==> src/rtl/modexp_pkg.sv <==
// ----------------------------------------------------------------------------
// modexp_pkg
// Shared types and constants for the modular exponentiation core.
// ----------------------------------------------------------------------------
package modexp_pkg;

  localparam int unsigned ValW = 31;
  localparam int unsigned ExpW = 63;
  localparam int unsigned AddrW = 2;

  localparam logic [ValW-1:0] ModulusReset = 31'd998244353;
  localparam logic [AddrW-1:0] RegModulus = 2'd0;

  typedef enum logic [2:0] {
    StIdle,
    StCheck,
    StMulRes,
    StMulSq,
    StDone
  } modexp_state_e;

endpackage

==> src/rtl/modexp_mulmod.sv <==
// ----------------------------------------------------------------------------
// modexp_mulmod
// Bit-serial modular multiplier: (a * b) mod m by interleaved shift-add,
// one multiplier bit per cycle, MSB first. Operands must be below m.
// ----------------------------------------------------------------------------
module modexp_mulmod (
  input  logic                          clk_i,
  input  logic                          rst_ni,
  input  logic                          start_i,
  input  logic [modexp_pkg::ValW-1:0]   a_i,
  input  logic [modexp_pkg::ValW-1:0]   b_i,
  input  logic [modexp_pkg::ValW-1:0]   m_i,
  output logic                          done_o,
  output logic [modexp_pkg::ValW-1:0]   p_o
);
  import modexp_pkg::*;

  localparam int unsigned CntW = $clog2(ValW + 1);

  logic [ValW-1:0] acc_q, acc_d, a_q, b_q, b_d;
  logic [CntW-1:0] cnt_q, cnt_d;
  logic            busy_q, busy_d, done_q, done_d;
  logic [ValW+1:0] dbl, dbl_r, add, add_r;

  // one step: acc = 2*acc mod m, then + a mod m if bit set
  always_comb begin
    dbl   = {1'b0, acc_q, 1'b0};
    dbl_r = (dbl >= {2'b00, m_i}) ? dbl - {2'b00, m_i} : dbl;
    add   = dbl_r + (b_q[ValW-1] ? {2'b00, a_q} : '0);
    add_r = (add >= {2'b00, m_i}) ? add - {2'b00, m_i} : add;
  end

  always_comb begin
    acc_d  = acc_q;
    b_d    = b_q;
    cnt_d  = cnt_q;
    busy_d = busy_q;
    done_d = 1'b0;
    if (start_i) begin
      acc_d  = '0;
      b_d    = b_i;
      cnt_d  = CntW'(ValW);
      busy_d = 1'b1;
    end else if (busy_q) begin
      acc_d = add_r[ValW-1:0];
      b_d   = {b_q[ValW-2:0], 1'b0};
      cnt_d = cnt_q - 1'b1;
      if (cnt_q == CntW'(1)) begin
        busy_d = 1'b0;
        done_d = 1'b1;
      end
    end
  end

  always_ff @(posedge clk_i or negedge rst_ni) begin
    if (!rst_ni) begin
      busy_q <= 1'b0;
      done_q <= 1'b0;
      cnt_q  <= '0;
    end else begin
      busy_q <= busy_d;
      done_q <= done_d;
      cnt_q  <= cnt_d;
    end
  end

  always_ff @(posedge clk_i) begin
    acc_q <= acc_d;
    b_q   <= b_d;
    if (start_i) a_q <= a_i;
  end

  assign done_o = done_q;
  assign p_o    = acc_q;

endmodule

==> src/rtl/modular_exponentiation_core.sv <==
// ----------------------------------------------------------------------------
// modular_exponentiation_core
// Right-to-left square and multiply, base^exponent mod modulus.
// ----------------------------------------------------------------------------
//  channel | signals                                   | direction
//  in      | in_valid_i, in_stall_o, base_i, exponent_i | request in
//  out     | out_valid_o, out_stall_i, power_mod_o      | result out
//  cfg     | psel/penable/pwrite/paddr/pwdata/prdata    | APB register
//
// A request runs through one serial modular multiplier (shift-add, then a
// done strobe), which first reduces the base; then each exponent bit goes
// through a check state, a multiply (set bits only) and a square. The scan
// stops early once the remaining exponent is zero. Reset loads the modulus
// with 998244353. in_stall_o is high from acceptance until the result is taken.
// ----------------------------------------------------------------------------
module modular_exponentiation_core (
  input  logic                                clk_i,
  input  logic                                rst_ni,
  input  logic                                in_valid_i,
  output logic                                in_stall_o,
  input  logic [modexp_pkg::ValW-1:0]         base_i,
  input  logic [modexp_pkg::ExpW-1:0]         exponent_i,
  output logic                                out_valid_o,
  input  logic                                out_stall_i,
  output logic [modexp_pkg::ValW-1:0]         power_mod_o,
  input  logic                                psel,
  input  logic                                penable,
  input  logic                                pwrite,
  input  logic [modexp_pkg::AddrW-1:0]        paddr,
  input  logic [31:0]                         pwdata,
  output logic [31:0]                         prdata,
  output logic                                pready
);
  import modexp_pkg::*;

  modexp_state_e   state_q, state_d;
  logic [ValW-1:0] mod_q, res_q, res_d, sq_q, sq_d;
  logic [ExpW-1:0] exp_q, exp_d;
  logic            red_q, red_d;
  logic            mul_start;
  logic [ValW-1:0] mul_a, mul_b, mul_p;
  logic            mul_done;
  logic            accept;

  // register port
  assign pready = 1'b1;
  assign prdata = (paddr == RegModulus) ? {1'b0, mod_q} : '0;

  always_ff @(posedge clk_i or negedge rst_ni) begin
    if (!rst_ni) mod_q <= ModulusReset;
    else if (psel && penable && pwrite && paddr == RegModulus)
      mod_q <= pwdata[ValW-1:0];
  end

  assign accept = in_valid_i && !in_stall_o;

  // shared multiplier; the first pass reduces the base (base*1 mod m)
  modexp_mulmod u_mulmod (
    .clk_i, .rst_ni,
    .start_i(mul_start), .a_i(mul_a), .b_i(mul_b), .m_i(mod_q),
    .done_o(mul_done), .p_o(mul_p)
  );

  // next state
  always_comb begin
    state_d = state_q;
    case (state_q)
      StIdle:   if (accept) state_d = StCheck;
      StCheck: begin
        if (mod_q < 31'd2 || exp_q == '0) state_d = StDone;
        else state_d = red_q ? StMulSq : (exp_q[0] ? StMulRes : StMulSq);
      end
      StMulRes: if (mul_done) state_d = StMulSq;
      StMulSq:  if (mul_done) state_d = StCheck;
      StDone:   if (!out_stall_i) state_d = StIdle;
      default:  state_d = StIdle;
    endcase
  end

  // datapath and multiplier control
  always_comb begin
    res_d = res_q;
    sq_d  = sq_q;
    exp_d = exp_q;
    red_d = red_q;
    mul_start = 1'b0;
    mul_a = sq_q;
    mul_b = sq_q;
    case (state_q)
      StIdle: if (accept) begin
        sq_d  = base_i;
        exp_d = exponent_i;
        red_d = 1'b1;
        res_d = (mod_q < 31'd2) ? '0 : ValW'(1);
      end
      StCheck: begin
        if (!(mod_q < 31'd2 || exp_q == '0)) begin
          mul_start = 1'b1;
          if (red_q) begin
            // reduce base: multiplicand must be below m, so use the bit-serial
            // form with multiplicand = 1 and the base as multiplier, shifted into acc
            mul_a = ValW'(1);
            mul_b = sq_q;
          end else if (exp_q[0]) begin
            mul_a = res_q;
            mul_b = sq_q;
          end
        end
      end
      StMulRes: if (mul_done) begin
        res_d = mul_p;
        mul_start = 1'b1;
      end
      StMulSq: if (mul_done) begin
        sq_d = mul_p;
        if (red_q) red_d = 1'b0;
        else exp_d = exp_q >> 1;
      end
      default: ;
    endcase
  end

  always_ff @(posedge clk_i or negedge rst_ni) begin
    if (!rst_ni) state_q <= StIdle;
    else         state_q <= state_d;
  end

  always_ff @(posedge clk_i) begin
    res_q <= res_d;
    sq_q  <= sq_d;
    exp_q <= exp_d;
    red_q <= red_d;
  end

  assign in_stall_o  = (state_q != StIdle);
  assign out_valid_o = (state_q == StDone);
  assign power_mod_o = res_q;

  // result stays below the modulus
  assert property (@(posedge clk_i) disable iff (!rst_ni)
    out_valid_o && mod_q >= 31'd2 |-> res_q < mod_q)
    else $error("result not reduced");
  // multiplier finishes only in a multiply state
  assert property (@(posedge clk_i) disable iff (!rst_ni)
    mul_done |-> (state_q == StMulRes || state_q == StMulSq))
    else $error("stray multiplier completion");
  // result held while stalled
  assert property (@(posedge clk_i) disable iff (!rst_ni)
    out_valid_o && out_stall_i |=> out_valid_o && $stable(power_mod_o))
    else $error("result dropped");

endmodule

==> config.mk <==
export PLATFORM = sky130hd
export DESIGN_NAME = modular_exponentiation_core
export DESIGN_NICKNAME = d
export VERILOG_FILES = /design/src/rtl/modexp_pkg.sv /design/src/rtl/modexp_mulmod.sv /design/src/rtl/modular_exponentiation_core.sv
export SDC_FILE = /design/constraint.sdc
export NUM_CORES = 1
export LEC_CHECK = 0
export BUFFER_PORTS_ARGS = -buffer_cell sky130_fd_sc_hd__buf_2
export CORE_MARGIN = 4
export CORE_UTILIZATION = 42
export CTS_CLUSTER_DIAMETER = 40
export DETAILED_ROUTE_END_ITERATION = 12
export REMOVE_ABC_BUFFERS = 1
export SLEW_MARGIN = 20
export SYNTH_ARGS = -nofsm -noshare
export SYNTH_HDL_FRONTEND = slang
export SYNTH_SLANG_ARGS = --single-unit
==> constraint.sdc <==
create_clock -name clk_i -period 9.5 [get_ports clk_i]
set_input_delay 0.475 -clock clk_i [delete_from_list [all_inputs] [get_ports clk_i]]
set_output_delay 0.475 -clock clk_i [all_outputs]
set_load 0.01 [all_outputs]
==> summary.txt <==
Floorplanning
  • Number of standard-cell rows in the floorplan: 72
  • Die area: 42500 µm²
  • Starting Density: 0.425
  • Die boundary width: 206 µm
  • Die height: 206 µm
  • CORE AREA: around 39000 µm²
  • Ports placed on the boundary: between 200 and 250

Clocking
  • Clock transition at the registers of the reported paths: roughly 0.060 ns
  • Number of buffers on the longest clock path: 3
  • CTS H-Tree Depth: 2
  • Cell at the root of the clock tree: sky130_fd_sc_hd__clkbuf_16
  • Post-CTS Resized: 0
  • Latest clock arrival within the worst-skew pair: between 0.5 and 0.6 ns
  • Number of buffers inserted for hold repair after clock tree synthesis: 0
  • TritonCTS buffer count: 45
  • Post CTS Setup Buffer Count: 0
  • Clock tree from TritonCTS: yes
  • Clock Sinks: 260

Place
  • Placed cell areas: about 18000 µm²
  • IO buf count: a little under 200
  • Final weighted congestion in routability-driven placement: 0.900
  • Detailed Place HPWL: approximately 36000 µm
  • Placed Cells incl. Taps: roughly 2300

Critical path
  • Critical path type: reg -> reg
  • Slowest library cell on the worst path: sky130_fd_sc_hd__dfrtp_1
  • Worst-case register-to-register setup slack: around 1.0 ns
  • Nature of the critical path startpoint: register
  • Most used cell along the critical path: sky130_fd_sc_hd__a21o_1
  • Number of cells traversed by the worst register-to-register path: 34
  • Worst-path maximum fanout: 10
  • Arrival time at the worst endpoint: between 8 and 9 ns
  • Type of destination of the critical path: register
  • CP Data Required Time: about 10 ns
  • Max stage delay on crit path: around 0.45 ns
  • Terminus of the critical flop-to-flop path: u_mulmod.p_o[22]
  • Startpoint of the worst-slack reg-to-reg timing path: mod_q[1]

Route
  • Wire length reported by the detailed router: 50100 µm
  • Number of DRC markers in iteration 0: ~1000
  • DRC violations left: 0
  • Routed wire per std cell: between 20 and 25 µm
  • Uppermost metal layer occupied by signal nets: met5
  • Met2 routed wirelength: between 20000 and 25000 µm
  • Vias per std cell: approximately 5.6
  • Number of vias after detailed routing: 13351
  • Detail Route Antenna Nets: 0
  • Router iterations before antenna repair: 7
  • Metal1 wirelength: approximately 21000 µm
  • Met3 wire length: 4240 µm

Yosys
  • Number of synthesized register bits: 260
  • Share of synthesized area occupied by flip-flops and latches: 0.443
  • Area contributors post-synth: sky130_fd_sc_hd__edfxtp_1 34%, sky130_fd_sc_hd__ha_1 7.2%, sky130_fd_sc_hd__mux2_2 6.6%
  • Avg Inst Size Synth: approximately 10 µm²
  • Gate count after technology mapping: roughly 1700
  • Count of flip-flops with a built-in enable after synthesis: 188
  • Synthesis Warnings: 0
  • Top cells by instance count after synthesis: 194 x sky130_fd_sc_hd__nand2_1, 188 x sky130_fd_sc_hd__edfxtp_1, 113 x sky130_fd_sc_hd__a21oi_1, 102 x sky130_fd_sc_hd__nor2_1, 96 x sky130_fd_sc_hd__mux2_2
  • Top flip-flop cell by instance count after synthesis: sky130_fd_sc_hd__edfxtp_1
  • Async SR Flop Fraction: 0.158
  • Fraction of synthesized cell area taken by the top area cell type: 0.343
  • Combined area of all synthesized cells: about 16000 µm²
  • Largest area contributor in the synthesized netlist: sky130_fd_sc_hd__edfxtp_1
  • Number of distinct library cells after synthesis: 81
  • Cell with the most instances after synthesis: sky130_fd_sc_hd__nand2_1

Layout
  • Share of cells above drive strength 1: 0.227
  • # nets final: 2076
  • Fillers: ~3700
  • Area taken by flip-flops and latches: approximately 7300 µm²
  • Total area of multi-input combinational cells: ~8600 µm²
  • Non-Filler Instances: between 2000 and 2500
  • Post-route cell area: a little under 20000 µm²
  • Area added between synthesis and finish: 18.4%
  • Utilization after layout: 0.504

Timing
  • Total negative setup slack: 0 ns
  • Slew Limit Fails: 0
  • Final cycle utilization of the critical path: 0.893
  • Worst slew pin tran: approximately 1.2 ns
  • Fin crit period: between 8 and 9 ns
  • Setup repair after global routing missed its margin: no
  • # setup viols final: 0
  • Hold violation count in the final report: 0
  • Worst clock skew: 0.0182 ns
  • Maximum operating frequency: roughly 0.12 GHz
  • Slew margin rel.: 0.222

Global route
  • First-pass GRT wire length: 76900 µm
  • Maximum number of pins on one net before global-route repair: roughly 70
  • Initial antenna violation count: 12
  • Vias in the first global route: about 13000
  • GRT Resource Usage Total: 0.234
  • Global route overflow: 0

Job
  • Count of max-cap constraint violations: 0

Status
  • Result of the run: completed

Min path
  • Class of the most critical hold timing path: in -> async
## per-layer routing
metal / vias up / GRT usage
li1: 6458 / -
met1: 6354 / 0.300
met2: 418 / 0.386
met3: 101 / 0.0723
met4: 20 / 0.0601
met5: - / 0
## cell type report
class,count,share of cell area
well taps,518,0.0332
repair buffers,217,0.0582
flip-flops and latches,260,0.374
diodes,2,0.000256
clock inverters,26,0.0136
inverters,66,0.0127
multi-input cells,1253,0.443
clock buffers,58,0.0649
## worst max path at each step
stage               depth (start not counted)                to      from
floorplan                                  29  u_mulmod.p_o[18]  mod_q[6]
global placement                           34   u_mulmod.p_o[7]  mod_q[1]
detailed placement                         34  u_mulmod.p_o[22]  mod_q[1]
CTS                                        34  u_mulmod.p_o[22]  mod_q[1]
global route                               34  u_mulmod.p_o[22]  mod_q[1]
finish                                     34  u_mulmod.p_o[22]  mod_q[1]
## logic make-up (layout without fill, tap and decap cells)
family,count (synthesis),after routing,share of synthesized area
flops,260,260,0.443
other cells,2,4,0.000456
fa+ha+maj,98,98,0.0758
mux,140,140,0.0923
compound gates,389,389,0.153
xor+xnor,80,80,0.0425
buf+inv,141,367,0.0353
simple gates,544,544,0.158
## through the flow
step / hold slack, ns / setup WS, ns
after floorplan: 0.179 / 1.49
after global routing: 0.0447 / 0.426
final: 0.0216 / 1.02
after detailed placement: 0.493 / 1.11
after global placement: 0.489 / 1.19
after CTS: 0.0181 / 1.03
## worst max-delay path: cells and delay by family (launching register included)
kind | cells | cell delay [ns]
flip-flops | 1 | 0.45
AND/OR/NAND/NOR | 6 | 1.15
AO/OA/AOI/OAI | 20 | 4.64
XOR/XNOR | 1 | 0.24
buffers and inverters | 4 | 0.76
adder cells (fa/ha/maj) | 3 | 1.13
## state kept, by name, indices dropped and copies added (netlist names), 5 cells and up
signal          flops
exp_q              63
power_mod_o        31
u_mulmod.cnt_q      5
u_mulmod.a_q       31
u_mulmod.p_o       31
u_mulmod.b_q       31
sq_q               31
mod_q              31
## cell usage in the layout (no fill, tap or decap), types with 10 or more instances in the layout
| master | n |
|---|---|
| sky130_fd_sc_hd__buf_2 | 197 |
| sky130_fd_sc_hd__o21bai_1 | 11 |
| sky130_fd_sc_hd__mux2i_1 | 44 |
| sky130_fd_sc_hd__dfrtp_1 | 33 |
| sky130_fd_sc_hd__clkbuf_16 | 47 |
| sky130_fd_sc_hd__ha_1 | 95 |
| sky130_fd_sc_hd__a31oi_1 | 16 |
| sky130_fd_sc_hd__o21a_1 | 16 |
| sky130_fd_sc_hd__a21oi_1 | 111 |
| sky130_fd_sc_hd__nor2b_1 | 17 |
| sky130_fd_sc_hd__a211oi_1 | 18 |
| sky130_fd_sc_hd__nor2_1 | 101 |
| sky130_fd_sc_hd__a21o_1 | 48 |
| sky130_fd_sc_hd__and3_1 | 13 |
| sky130_fd_sc_hd__nand3_1 | 19 |
| sky130_fd_sc_hd__xnor2_1 | 54 |
| sky130_fd_sc_hd__xor2_1 | 26 |
| sky130_fd_sc_hd__nand4_1 | 19 |
| sky130_fd_sc_hd__nand2_1 | 194 |
| sky130_fd_sc_hd__mux2_2 | 96 |
| sky130_fd_sc_hd__buf_4 | 20 |
| sky130_fd_sc_hd__and2_1 | 68 |
| sky130_fd_sc_hd__o21ai_0 | 90 |
| sky130_fd_sc_hd__o211ai_1 | 10 |
| sky130_fd_sc_hd__edfxtp_1 | 188 |
| sky130_fd_sc_hd__nor4_1 | 27 |
| sky130_fd_sc_hd__inv_1 | 64 |
| sky130_fd_sc_hd__nor3_1 | 54 |
| sky130_fd_sc_hd__dfxtp_1 | 31 |
Power is not shown: default switching activity piles up to over one toggle a cycle in this logic, so the estimate is an artifact.
